$ cat src/rtl/sldca_pkg.sv
// sldca_pkg: widths, coefficients, register indexes and microcode types for the
// stereo lo-fi core; helper functions for rounding, hold limit and crush level.
// no dependencies; compiled first.
package sldca_pkg;

	localparam int SAMPLE_W   = 24;
	localparam int HOLD_W     = 7;
	localparam int INTEN_W    = 17;
	localparam int SMOOTH_W   = 28;
	localparam int ALIAS_W    = 26;
	localparam int M_W        = 15;
	localparam int DIV_W      = 16;
	localparam int MULA_W     = 28;
	localparam int MULB_W     = 24;
	localparam int PROD_W     = 49;
	localparam int ACC_W      = 45;
	localparam int CNT_W      = 5;
	localparam int DIV_STEPS  = 24;
	localparam int RND_SH_HI  = 23;
	localparam int RND_SH_LO  = 16;
	localparam int CRUSH_TOP  = 15;

	localparam logic [HOLD_W-1:0]  HOLD_MAX   = 7'd64;
	localparam logic [HOLD_W-1:0]  HOLD_MIN   = 7'd1;
	localparam logic [INTEN_W-1:0] INTEN_ONE  = 17'h10000;
	localparam logic [CNT_W-1:0]   DIV_LAST   = CNT_W'(DIV_STEPS - 1);

	// Q0.16 coefficients
	localparam logic [15:0] C_POLE = 16'd52429;
	localparam logic [15:0] C_FEED = 16'd13107;
	localparam logic [15:0] C_MIX  = 16'd3277;

	localparam logic [PROD_W-1:0] RND_HALF_HI = PROD_W'(1) << (RND_SH_HI - 1);
	localparam logic [PROD_W-1:0] RND_HALF_LO = PROD_W'(1) << (RND_SH_LO - 1);
	localparam logic [PROD_W-1:0] SMOOTH_POS_LIM = (PROD_W'(1) << (SMOOTH_W - 1)) - PROD_W'(1);
	localparam logic [PROD_W-1:0] SMOOTH_NEG_LIM = PROD_W'(1) << (SMOOTH_W - 1);

	// configuration port
	localparam int CFG_IDX_W  = 1;
	localparam int CFG_DATA_W = 17;
	localparam logic [CFG_IDX_W-1:0] REG_HOLD_TIME = 1'b0;
	localparam logic [CFG_IDX_W-1:0] REG_INTENSITY = 1'b1;

	typedef logic signed [SAMPLE_W-1:0] sample_t;
	typedef logic [3:0] pc_t;

	// microcode program addresses
	localparam pc_t PC_IDLE   = 4'd0;
	localparam pc_t PC_HOLD   = 4'd1;
	localparam pc_t PC_MULQ   = 4'd2;
	localparam pc_t PC_DIVLD  = 4'd3;
	localparam pc_t PC_DIV    = 4'd4;
	localparam pc_t PC_CRUSH  = 4'd5;
	localparam pc_t PC_SQ     = 4'd6;
	localparam pc_t PC_POLE   = 4'd7;
	localparam pc_t PC_FEED   = 4'd8;
	localparam pc_t PC_ACCADD = 4'd9;
	localparam pc_t PC_SMOOTH = 4'd10;
	localparam pc_t PC_MIX    = 4'd11;
	localparam pc_t PC_RESULT = 4'd12;
	localparam pc_t PC_EMIT   = 4'd13;

	typedef enum logic [3:0] {
		OP_NONE,
		OP_ACCEPT,
		OP_HOLD,
		OP_DIVLOAD,
		OP_DIVSTEP,
		OP_CRUSH,
		OP_ALIAS,
		OP_ACCLOAD,
		OP_ACCADD,
		OP_SMOOTH,
		OP_RESULT,
		OP_EMIT
	} op_e;

	typedef enum logic [1:0] {
		MA_HELD,
		MA_DMAG,
		MA_SMOOTH,
		MA_ALIAS
	} mula_e;

	typedef enum logic [2:0] {
		MB_M,
		MB_DMAG,
		MB_POLE,
		MB_FEED,
		MB_MIX
	} mulb_e;

	typedef enum logic [1:0] {
		W_NONE,
		W_IN,
		W_OUT
	} wait_e;

	typedef enum logic [1:0] {
		BR_NONE,
		BR_DIV,
		BR_CHAN,
		BR_ALWAYS
	} branch_e;

	typedef struct packed {
		op_e     op;
		logic    mul_en;
		mula_e   mula;
		mulb_e   mulb;
		wait_e   wt;
		branch_e br;
		pc_t     target;
	} ucode_t;

	function automatic ucode_t uw(input op_e op, input logic mul_en, input mula_e a,
			input mulb_e b, input wait_e wt, input branch_e br, input pc_t target);
		ucode_t w;
		w.op     = op;
		w.mul_en = mul_en;
		w.mula   = a;
		w.mulb   = b;
		w.wt     = wt;
		w.br     = br;
		w.target = target;
		return w;
	endfunction

	// control store: one word per step, same program for both channels
	function automatic ucode_t ucode_rom(input pc_t pc);
		ucode_t w;
		unique case (pc)
			PC_IDLE:   w = uw(OP_ACCEPT,  1'b0, MA_HELD,   MB_M,    W_IN,   BR_NONE,   PC_IDLE);
			PC_HOLD:   w = uw(OP_HOLD,    1'b0, MA_HELD,   MB_M,    W_NONE, BR_NONE,   PC_IDLE);
			PC_MULQ:   w = uw(OP_NONE,    1'b1, MA_HELD,   MB_M,    W_NONE, BR_NONE,   PC_IDLE);
			PC_DIVLD:  w = uw(OP_DIVLOAD, 1'b0, MA_HELD,   MB_M,    W_NONE, BR_NONE,   PC_IDLE);
			PC_DIV:    w = uw(OP_DIVSTEP, 1'b0, MA_HELD,   MB_M,    W_NONE, BR_DIV,    PC_DIV);
			PC_CRUSH:  w = uw(OP_CRUSH,   1'b0, MA_HELD,   MB_M,    W_NONE, BR_NONE,   PC_IDLE);
			PC_SQ:     w = uw(OP_NONE,    1'b1, MA_DMAG,   MB_DMAG, W_NONE, BR_NONE,   PC_IDLE);
			PC_POLE:   w = uw(OP_ALIAS,   1'b1, MA_SMOOTH, MB_POLE, W_NONE, BR_NONE,   PC_IDLE);
			PC_FEED:   w = uw(OP_ACCLOAD, 1'b1, MA_ALIAS,  MB_FEED, W_NONE, BR_NONE,   PC_IDLE);
			PC_ACCADD: w = uw(OP_ACCADD,  1'b0, MA_HELD,   MB_M,    W_NONE, BR_NONE,   PC_IDLE);
			PC_SMOOTH: w = uw(OP_SMOOTH,  1'b0, MA_HELD,   MB_M,    W_NONE, BR_NONE,   PC_IDLE);
			PC_MIX:    w = uw(OP_NONE,    1'b1, MA_SMOOTH, MB_MIX,  W_NONE, BR_NONE,   PC_IDLE);
			PC_RESULT: w = uw(OP_RESULT,  1'b0, MA_HELD,   MB_M,    W_NONE, BR_CHAN,   PC_HOLD);
			PC_EMIT:   w = uw(OP_EMIT,    1'b0, MA_HELD,   MB_M,    W_OUT,  BR_ALWAYS, PC_IDLE);
			default:   w = uw(OP_NONE,    1'b0, MA_HELD,   MB_M,    W_NONE, BR_ALWAYS, PC_IDLE);
		endcase
		return w;
	endfunction

	// magnitude of round(v / 2^sh), half away from zero
	function automatic logic [PROD_W-1:0] rnd_mag(input logic signed [PROD_W-1:0] v,
			input logic sh_hi);
		logic [PROD_W-1:0] mag;
		logic [PROD_W-1:0] sum;
		mag = v[PROD_W-1] ? PROD_W'(-v) : PROD_W'(v);
		if (sh_hi) begin
			sum = mag + RND_HALF_HI;
			return sum >> RND_SH_HI;
		end else begin
			sum = mag + RND_HALF_LO;
			return sum >> RND_SH_LO;
		end
	endfunction

	// hold time limited to 1..HOLD_MAX
	function automatic logic [HOLD_W-1:0] hold_limit(input logic [HOLD_W-1:0] h);
		if (h < HOLD_MIN)
			return HOLD_MIN;
		else if (h > HOLD_MAX)
			return HOLD_MAX;
		else
			return h;
	endfunction

	// quantizer scale 2^(bits-1)-1, bits = 16 - ceil(4*intensity)
	function automatic logic [M_W-1:0] crush_level(input logic [INTEN_W-1:0] inten_in);
		logic [INTEN_W-1:0] inten;
		logic [2:0]         steps;
		logic [3:0]         sh;
		inten = (inten_in > INTEN_ONE) ? INTEN_ONE : inten_in;
		steps = inten[16:14] + 3'(|inten[13:0]);
		sh    = 4'(CRUSH_TOP) - 4'(steps);
		return M_W'((16'd1 << sh) - 16'd1);
	endfunction

endpackage

$ cat src/rtl/sldca_if.sv
// sldca_in_if / sldca_out_if: valid-ready channels for sample pairs and results
// depends on sldca_pkg for the sample type
interface sldca_in_if;
	import sldca_pkg::*;

	logic    valid;
	logic    ready;
	sample_t left_sample;
	sample_t right_sample;

	modport source (output valid, output left_sample, output right_sample, input ready);
	modport sink   (input valid, input left_sample, input right_sample, output ready);
endinterface

interface sldca_out_if;
	import sldca_pkg::*;

	logic    valid;
	logic    ready;
	sample_t left_out;
	sample_t right_out;

	modport source (output valid, output left_out, output right_out, input ready);
	modport sink   (input valid, input left_out, input right_out, output ready);
endinterface

$ cat src/rtl/stereo_lofi_decimate_crush_alias_core.sv
// stereo_lofi_decimate_crush_alias_core: microcoded stereo decimator, bit crusher
// and aliasing term; depends on sldca_pkg and the channels in sldca_if.sv
//
//   port      dir   handshake      word contents
//   samples   sink  valid/ready    left_sample, right_sample (signed 24)
//   results   src   valid/ready    left_out, right_out (signed 24, saturated)
//   cfg_*     in    cfg_we only    cfg_index 0 hold_time, 1 intensity
//
// one word runs through accept, 35 steps per channel and one emit step
// most of those steps are the restoring divider: 24 steps, one quotient bit a cycle, run twice
// one shared 28x25 multiplier, product registered before every use
// a finished word waits in the output register; the next word is taken meanwhile
// the emit step stalls only while the output register is full and not taken
// reset clears config to hold_time 1, intensity 0 and hold counts, held, previous and smoothed values to zero
module stereo_lofi_decimate_crush_alias_core (
	input  logic                              clk,
	input  logic                              arst_n,
	sldca_in_if.sink                          samples,
	sldca_out_if.source                       results,
	input  logic                              cfg_we,
	input  logic [sldca_pkg::CFG_IDX_W-1:0]   cfg_index,
	input  logic [sldca_pkg::CFG_DATA_W-1:0]  cfg_data
);
	import sldca_pkg::*;

	// config registers
	logic [HOLD_W-1:0]  hold_time_q;
	logic [INTEN_W-1:0] intensity_q;

	// sequencer
	pc_t        pc_q;
	pc_t        pc_next;
	ucode_t     uc;
	logic       stall;
	logic       step;
	logic       br_taken;
	logic       ch_q;
	logic [CNT_W-1:0] cnt_q;

	// per-channel state, indexed by the channel being worked on
	sample_t                    in_q     [2];
	logic [HOLD_W-1:0]          hold_cnt_q [2];
	sample_t                    held_q   [2];
	sample_t                    prev_q   [2];
	logic signed [SMOOTH_W-1:0] smooth_q [2];
	sample_t                    res_q    [2];

	// datapath registers
	logic signed [PROD_W-1:0]   prod_q;
	logic signed [ACC_W-1:0]    acc_q;
	logic [DIV_W-1:0]           rem_q;
	logic [SAMPLE_W-1:0]        num_q;
	logic                       qneg_q;
	sample_t                    crushed_q;
	logic [SAMPLE_W-1:0]        dmag_q;
	logic                       dneg_q;
	logic signed [ALIAS_W-1:0]  alias_q;

	// output register
	logic    out_valid_q;
	sample_t out_left_q;
	sample_t out_right_q;

	// derived config
	logic [M_W-1:0]    m;
	logic [DIV_W-1:0]  div_d;
	logic [HOLD_W-1:0] hold_eff;

	logic out_fire;
	logic out_busy;

	// multiplier
	logic signed [MULA_W-1:0]        mul_a;
	logic [MULB_W-1:0]               mul_b;
	logic signed [MULA_W+MULB_W:0]   mul_p;

	// shared rounding unit
	logic signed [PROD_W-1:0] rnd_in;
	logic                     rnd_hi;
	logic [PROD_W-1:0]        rnd_v;
	logic                     rnd_neg;

	// step results
	logic [HOLD_W-1:0]          cnt_inc;
	logic                       capture;
	logic [DIV_W:0]             div_t;
	logic                       div_ge;
	logic signed [SAMPLE_W:0]   neg_mag;
	sample_t                    crushed_c;
	logic signed [SAMPLE_W:0]   d_c;
	logic signed [SAMPLE_W:0]   d_abs;
	logic signed [ALIAS_W-1:0]  alias_c;
	logic signed [SMOOTH_W:0]   smooth_neg;
	logic signed [SMOOTH_W-1:0] smooth_c;
	logic signed [SAMPLE_W+1:0] mix_c;
	logic signed [SAMPLE_W+1:0] sum_c;
	sample_t                    out_c;

	assign m        = crush_level(intensity_q);
	assign div_d    = {m, 1'b0};
	assign hold_eff = hold_limit(hold_time_q);

	assign uc = ucode_rom(pc_q);

	// handshakes
	assign samples.ready = (uc.wt == W_IN);
	assign out_fire      = results.valid && results.ready;
	assign out_busy      = out_valid_q && !results.ready;

	assign results.valid     = out_valid_q;
	assign results.left_out  = out_left_q;
	assign results.right_out = out_right_q;

	// wait conditions hold the step counter and block the step's side effects
	always_comb begin
		case (uc.wt)
			W_IN:    stall = !samples.valid;
			W_OUT:   stall = out_busy;
			default: stall = 1'b0;
		endcase
	end
	assign step = !stall;

	always_comb begin
		case (uc.br)
			BR_DIV:    br_taken = (cnt_q != DIV_LAST);
			BR_CHAN:   br_taken = !ch_q;
			BR_ALWAYS: br_taken = 1'b1;
			default:   br_taken = 1'b0;
		endcase
	end

	always_comb begin
		if (stall)
			pc_next = pc_q;
		else if (br_taken)
			pc_next = uc.target;
		else
			pc_next = pc_q + pc_t'(1);
	end

	// operand select for the shared multiplier
	always_comb begin
		case (uc.mula)
			MA_DMAG:   mul_a = MULA_W'($signed({1'b0, dmag_q}));
			MA_SMOOTH: mul_a = smooth_q[ch_q];
			MA_ALIAS:  mul_a = MULA_W'(alias_q);
			default:   mul_a = MULA_W'(held_q[ch_q]);
		endcase
	end

	always_comb begin
		case (uc.mulb)
			MB_DMAG: mul_b = dmag_q;
			MB_POLE: mul_b = MULB_W'(C_POLE);
			MB_FEED: mul_b = MULB_W'(C_FEED);
			MB_MIX:  mul_b = MULB_W'(C_MIX);
			default: mul_b = MULB_W'(m);
		endcase
	end

	assign mul_p = mul_a * $signed({1'b0, mul_b});

	// rounding: by 2^23 for the quantizer and the alias square, by 2^16 otherwise
	assign rnd_in  = (uc.op == OP_SMOOTH) ? PROD_W'(acc_q) : prod_q;
	assign rnd_hi  = (uc.op == OP_DIVLOAD) || (uc.op == OP_ALIAS);
	assign rnd_v   = rnd_mag(rnd_in, rnd_hi);
	assign rnd_neg = rnd_in[PROD_W-1];

	// sample-and-hold: count up, capture when the count reaches the hold time
	assign cnt_inc = hold_cnt_q[ch_q] + HOLD_W'(1);
	assign capture = (cnt_inc >= hold_eff);

	// restoring divider, numerator 2|q|*2^23 + m over 2m, quotient shifts into num_q
	assign div_t  = {rem_q, num_q[SAMPLE_W-1]};
	assign div_ge = (div_t >= {1'b0, div_d});

	// requantized value; only +1.0 can exceed the sample range
	always_comb begin
		neg_mag = -$signed({1'b0, num_q});
		if (qneg_q)
			crushed_c = neg_mag[SAMPLE_W-1:0];
		else if (num_q[SAMPLE_W-1])
			crushed_c = {1'b0, {(SAMPLE_W-1){1'b1}}};
		else
			crushed_c = $signed(num_q);
	end

	assign d_c   = $signed({crushed_c[SAMPLE_W-1], crushed_c})
	             - $signed({prev_q[ch_q][SAMPLE_W-1], prev_q[ch_q]});
	assign d_abs = d_c[SAMPLE_W] ? -d_c : d_c;

	// signed square of the change, back to Q1.23 scale
	assign alias_c = dneg_q ? -$signed({1'b0, rnd_v[ALIAS_W-2:0]})
	                        : $signed({1'b0, rnd_v[ALIAS_W-2:0]});

	// one-pole state, saturated to its 28-bit range
	always_comb begin
		smooth_neg = -$signed({1'b0, rnd_v[SMOOTH_W-1:0]});
		if (!rnd_neg && (rnd_v > SMOOTH_POS_LIM))
			smooth_c = {1'b0, {(SMOOTH_W-1){1'b1}}};
		else if (rnd_neg && (rnd_v > SMOOTH_NEG_LIM))
			smooth_c = {1'b1, {(SMOOTH_W-1){1'b0}}};
		else if (rnd_neg)
			smooth_c = smooth_neg[SMOOTH_W-1:0];
		else
			smooth_c = $signed(rnd_v[SMOOTH_W-1:0]);
	end

	// mix 0.05 of the state into the crushed sample, saturate to 24 bits
	always_comb begin
		mix_c = rnd_neg ? -$signed({2'b00, rnd_v[SAMPLE_W-1:0]})
		                : $signed({2'b00, rnd_v[SAMPLE_W-1:0]});
		sum_c = $signed({{2{crushed_q[SAMPLE_W-1]}}, crushed_q}) + mix_c;
		if (sum_c > $signed((SAMPLE_W+2)'((1 << (SAMPLE_W-1)) - 1)))
			out_c = {1'b0, {(SAMPLE_W-1){1'b1}}};
		else if (sum_c < -$signed((SAMPLE_W+2)'(1 << (SAMPLE_W-1))))
			out_c = {1'b1, {(SAMPLE_W-1){1'b0}}};
		else
			out_c = sum_c[SAMPLE_W-1:0];
	end

	// config writes
	always_ff @(posedge clk or negedge arst_n) begin
		if (!arst_n) begin
			hold_time_q <= HOLD_MIN;
			intensity_q <= '0;
		end else if (cfg_we) begin
			unique case (cfg_index)
				REG_HOLD_TIME: hold_time_q <= cfg_data[HOLD_W-1:0];
				REG_INTENSITY: intensity_q <= cfg_data[INTEN_W-1:0];
			endcase
		end
	end

	// sequencer, channel state and output valid
	always_ff @(posedge clk or negedge arst_n) begin
		if (!arst_n) begin
			pc_q        <= PC_IDLE;
			ch_q        <= 1'b0;
			cnt_q       <= '0;
			out_valid_q <= 1'b0;
			for (int i = 0; i < 2; i++) begin
				hold_cnt_q[i] <= '0;
				held_q[i]     <= '0;
				prev_q[i]     <= '0;
				smooth_q[i]   <= '0;
			end
		end else begin
			pc_q <= pc_next;
			// a new word may load in the same cycle the old one is taken
			if (step && (uc.op == OP_EMIT))
				out_valid_q <= 1'b1;
			else if (out_fire)
				out_valid_q <= 1'b0;
			if (step) begin
				case (uc.op)
					OP_ACCEPT: ch_q <= 1'b0;
					OP_HOLD: begin
						hold_cnt_q[ch_q] <= capture ? '0 : cnt_inc;
						if (capture)
							held_q[ch_q] <= in_q[ch_q];
					end
					OP_DIVLOAD: cnt_q <= '0;
					OP_DIVSTEP: cnt_q <= cnt_q + CNT_W'(1);
					OP_CRUSH:   prev_q[ch_q] <= crushed_c;
					OP_SMOOTH:  smooth_q[ch_q] <= smooth_c;
					OP_RESULT:  ch_q <= 1'b1;
					default: ;
				endcase
			end
		end
	end

	// payload registers
	always_ff @(posedge clk) begin
		if (step && uc.mul_en)
			prod_q <= mul_p[PROD_W-1:0];
		if (step) begin
			case (uc.op)
				OP_ACCEPT: begin
					in_q[0] <= samples.left_sample;
					in_q[1] <= samples.right_sample;
				end
				OP_DIVLOAD: begin
					rem_q  <= rnd_v[DIV_W-1:0];
					qneg_q <= rnd_neg;
					num_q  <= SAMPLE_W'(m);
				end
				OP_DIVSTEP: begin
					rem_q <= div_ge ? DIV_W'(div_t - {1'b0, div_d}) : div_t[DIV_W-1:0];
					num_q <= {num_q[SAMPLE_W-2:0], div_ge};
				end
				OP_CRUSH: begin
					crushed_q <= crushed_c;
					dmag_q    <= d_abs[SAMPLE_W-1:0];
					dneg_q    <= d_c[SAMPLE_W];
				end
				OP_ALIAS:   alias_q <= alias_c;
				OP_ACCLOAD: acc_q   <= prod_q[ACC_W-1:0];
				OP_ACCADD:  acc_q   <= acc_q + prod_q[ACC_W-1:0];
				OP_RESULT:  res_q[ch_q] <= out_c;
				OP_EMIT: begin
					out_left_q  <= res_q[0];
					out_right_q <= res_q[1];
				end
				default: ;
			endcase
		end
	end

endmodule

$ cat src/flat_wrapper.sv
// flat-port wrapper written by rule: the top's interface ports become plain ports
module stereo_lofi_decimate_crush_alias_core_flat import sldca_pkg::*;
  (clk, arst_n, cfg_we, cfg_index, cfg_data, samples_valid, samples_left_sample, samples_right_sample, samples_ready, results_valid, results_left_out, results_right_out, results_ready);
  sldca_in_if samples_i ();
  sldca_out_if results_i ();
  input  logic clk;
  input  logic arst_n;
  input  logic cfg_we;
  input  logic [sldca_pkg::CFG_IDX_W-1:0] cfg_index;
  input  logic [sldca_pkg::CFG_DATA_W-1:0] cfg_data;
  input wire logic [$bits(samples_i.valid)-1:0] samples_valid;
  input wire logic [$bits(samples_i.left_sample)-1:0] samples_left_sample;
  input wire logic [$bits(samples_i.right_sample)-1:0] samples_right_sample;
  output wire logic [$bits(samples_i.ready)-1:0] samples_ready;
  output wire logic [$bits(results_i.valid)-1:0] results_valid;
  output wire logic [$bits(results_i.left_out)-1:0] results_left_out;
  output wire logic [$bits(results_i.right_out)-1:0] results_right_out;
  input wire logic [$bits(results_i.ready)-1:0] results_ready;
  assign samples_i.valid = samples_valid;
  assign samples_i.left_sample = samples_left_sample;
  assign samples_i.right_sample = samples_right_sample;
  assign samples_ready = samples_i.ready;
  assign results_valid = results_i.valid;
  assign results_left_out = results_i.left_out;
  assign results_right_out = results_i.right_out;
  assign results_i.ready = results_ready;
  stereo_lofi_decimate_crush_alias_core u_core (.clk(clk), .arst_n(arst_n), .samples(samples_i), .results(results_i), .cfg_we(cfg_we), .cfg_index(cfg_index), .cfg_data(cfg_data));
endmodule
$ cat config.mk
export PLATFORM = sky130hd
export DESIGN_NAME = stereo_lofi_decimate_crush_alias_core_flat
export DESIGN_NICKNAME = d
export VERILOG_FILES = /design/src/rtl/sldca_pkg.sv /design/src/rtl/sldca_if.sv /design/src/rtl/stereo_lofi_decimate_crush_alias_core.sv /design/src/flat_wrapper.sv
export SDC_FILE = /design/constraint.sdc
export NUM_CORES = 2
export LEC_CHECK = 0
export BUFFER_PORTS_ARGS = -buffer_cell sky130_fd_sc_hd__buf_2
export CAP_MARGIN = 20
export CORE_MARGIN = 5
export CORE_UTILIZATION = 30
export DETAILED_ROUTE_END_ITERATION = 12
export PLACE_DENSITY = 0.4
export SLEW_MARGIN = 40
export SYNTH_ARGS = -nofsm -noshare
export SYNTH_HDL_FRONTEND = slang
export SYNTH_SLANG_ARGS = --single-unit
$ cat constraint.sdc
create_clock -name clk -period 29.8 [get_ports clk]
set_clock_uncertainty 0.2 [all_clocks]
set_input_delay 1.49 -clock clk [delete_from_list [all_inputs] [get_ports clk]]
set_output_delay 1.49 -clock clk [all_outputs]
set_load 0.05 [all_outputs]
==> summary.md <==
| Metric | Value |
|---|---|
| Reg2reg start | u_core.pc_q[0] |
| Synth top area cells | fa_1 24%, edfxtp_1 19%, dfrtp_1 8.9% |
| Row count | 158 |
| CP peak stage delay | 740 ps |
| Startpoint Class | register |
| Final Setup Violations | 0 |
| WP data required | 29,990 ps |
| Fin. Hold Viols | 0 |
| Max-slew violations | 0 |
| Worst Max-Slew Pin Slew | 846.9 ps |
| Initial drt markers | 3,076 |
| Most frequent cells in the layout | 934 x inv_1, 666 x nand2_1, 664 x fa_1 |
| CP delay by family, top | compound AO/OA/AOI/OAI gates |
| Period minus WS final | 12,050 ps |
| CTS buffer count | 68 |
| Hold_sp | u_core.res_q[1][16] |
| Hold Path Cell Cnt | 0 |
| Critical Path Most Common Cell | ha_1 |
| Status | finished, final reports clean |
| Vias | 42.03k |
| Tot GR Track Use | 19.61% |
| Biggest area consumer among synthesized cells | fa_1 |
| R2R cell count | 36 |
| Drt pass-1 iters | 6 |
| Layout cells sized above 1 | 9.533% |
| Hold/Removal Path Class | reg -> reg |
| Fmax | 82.99 MHz |
| Root buf cell | clkbuf_16 |
| DIE HEIGHT | 442.5 um |
| Setup TNS | 0 ps |
| Post_cts resized | 0 |
| Die Footprint | 195,800 um^2 |
| Top_reg_cell synth | edfxtp_1 |
| Cells after Synth | 5,863 |
| Endpoint class of the critical path | register |
| YS warnings | 0 |
| WHS | 218.2 ps |
| Reg2reg end | u_core.res_q[0][20] |
| WS Path Type | reg -> reg |
| IO buf count | 120 |
| Synth top area share | 23.73% |
| Syn avg cell area | 9.569 um^2 |
| Clock Sinks | 555 |
| Initial Util | 30.22% |
| # hold bufs at CTS | 0 |
| Largest net degree at the start of global routing | 90 |
| Fill cells | 19.28k |
| Grt ovf | 0 |
| Max FO, Critical Path | 58 |
| Total wire length | 194.9 mm |
| Core ar. | 185,600 um^2 |
| Gpl congestion | 0.8875 |
| Vias/cell | 4.949 |
| H-tree depth | 3 |
| Most common cell after layout, fill and taps aside | inv_1 |
| Die width | 442.5 um |
| Register area share after synthesis | 27.91% |
| CTS clk-pin slew, worst paths | 60 ps |
| CTS tree | built |
| Drc violations | 0 |
| Post-CTS Setup Bufs | 0 |
| RSZ-0062 raised after global routing | false |
| Mapped Area | 56,110 um^2 |
| Number of global-route vias before repair | 43.09k |
| Post-synth EDFFs | 354 |
| FF+latch count, synth | 555 |
| Initial antenna violation count | 3 |
| FFs w/ async S/R, synth | 36.22% |
| CP max-delay cell | or4b_2 |
| DP Wirelength | 153.6 mm |
| Worst skew pair latency | 680 ps |
| Max Root-Sink Buffers | 3 |
| R2R setup slack | 17,750 ps |
| Rel. slew slack | 41.92% |
| Hold EP | results_right_out[16] |
| Max Cap Violations | 0 |
| Ports | 121 |
| Final period util | 40.43% |
| Critical path buffers and inverters | 6 |
| First-pass GRT wire length | 290.6 mm |
| Final #Nets | 6,956 |
| Crit path DAT | 12,240 ps |
| P&R area growth vs syn | 11.11% |
| Post-DRT Antenna Nets | 0 |
| WL per Instance | 22.95 um |
| Layout Utilization | 33.58% |
| Unique masters post-synth | 126 |
[worst register-to-register path: cells and delay by family, from the launching register on]
| kind | cells | cell delay [ps] |
|---|---|---|
| adder cells (fa/ha/maj) | 4 | 1380 |
| XOR/XNOR | 3 | 750 |
| buffers and inverters | 6 | 1410 |
| multiplexers | 2 | 1110 |
| AND/OR/NAND/NOR | 11 | 3000 |
| flip-flops | 1 | 450 |
| AO/OA/AOI/OAI | 10 | 3480 |
[how the worst max path moves through the flow]
stage,start,end,slack (ps),depth (start not counted)
after floorplan,u_core.pc_q[0],u_core.res_q[0][10],19520,43
after global placement,u_core.pc_q[0],u_core.res_q[0][0],18020,36
after detailed placement,u_core.pc_q[0],u_core.res_q[1][20],17690,34
after CTS,u_core.pc_q[0],u_core.res_q[0][20],17610,34
after global routing,u_core.pc_q[1],u_core.res_q[1][20],16830,36
final,u_core.pc_q[0],u_core.res_q[0][20],17750,36
[metal layers]
layer  share of wire, %  global-route usage (%)
met5                  0                       0
met4                3.0                   5.197
met3                4.9                   2.814
met2                 45                   31.11
met1                 47                   28.09
[metrics by stage]
step	setup slack (ps)	cell area [um^2]	std cells
4_1_cts	17610	62270	8489
3_5_place_dp	17690	59970	8363
3_3_place_gp	18020	59870	8359
5_1_grt	16830	62340	8491
6_report	17750	62340	8493
2_1_floorplan	19520	56210	5891
[cells by family (layout without fill, tap and decap cells)]
group | count (synthesis) | count (layout) | synth area share, %
compound gates | 872 | 872 | 10.08
other cells | 2 | 32 | 0.01339
fa+ha+maj | 930 | 930 | 29.64
flops | 555 | 555 | 27.91
mux | 244 | 244 | 5.156
xor+xnor | 294 | 294 | 4.614
simple gates | 1788 | 1788 | 14.38
buf+inv | 1178 | 1298 | 8.198
[registers in the layout (all words and copies together), names as in the netlist, 17 cells and up]
name and count:
u_core.smooth_q 56, u_core.intensity_q 17, u_core.held_q 48, u_core.dmag_q 24
u_core.crushed_q 24, u_core.in_q 48, results_right_out 24, u_core.res_q 48
u_core.prod_q 49, u_core.acc_q 45, u_core.alias_q 26, results_left_out 24
u_core.num_q 24, u_core.prev_q 48
[final cells by class]
| cell class | count | area, um^2 | area share (%) |
|---|---|---|---|
| Multi-Input combinational cell | 4158 | 36250 | 58.14 |
| Sequential cell | 555 | 15670 | 25.13 |
| Inverter | 940 | 3528 | 5.660 |
| Tap cell | 2480 | 3103 | 4.977 |
| Clock buffer | 85 | 1815 | 2.912 |
| Timing Repair Buffer | 232 | 1496 | 2.400 |
| Clock inverter | 41 | 481.7 | 0.7727 |
| Antenna cell | 2 | 5.005 | 0.008028 |
[synthesized netlist by cell type (all sizes together), types with 141 or more instances]
library cell    n
nor2          604
clkbuf        191
xnor2         204
nand2         671
mux2i         141
a21oi         245
dfrtp         200
edfxtp        354
ha            265
inv           936
fa            665
o21ai         203
Power is not shown: default switching activity piles up to over one toggle a cycle in this logic, so the estimate is an artifact.
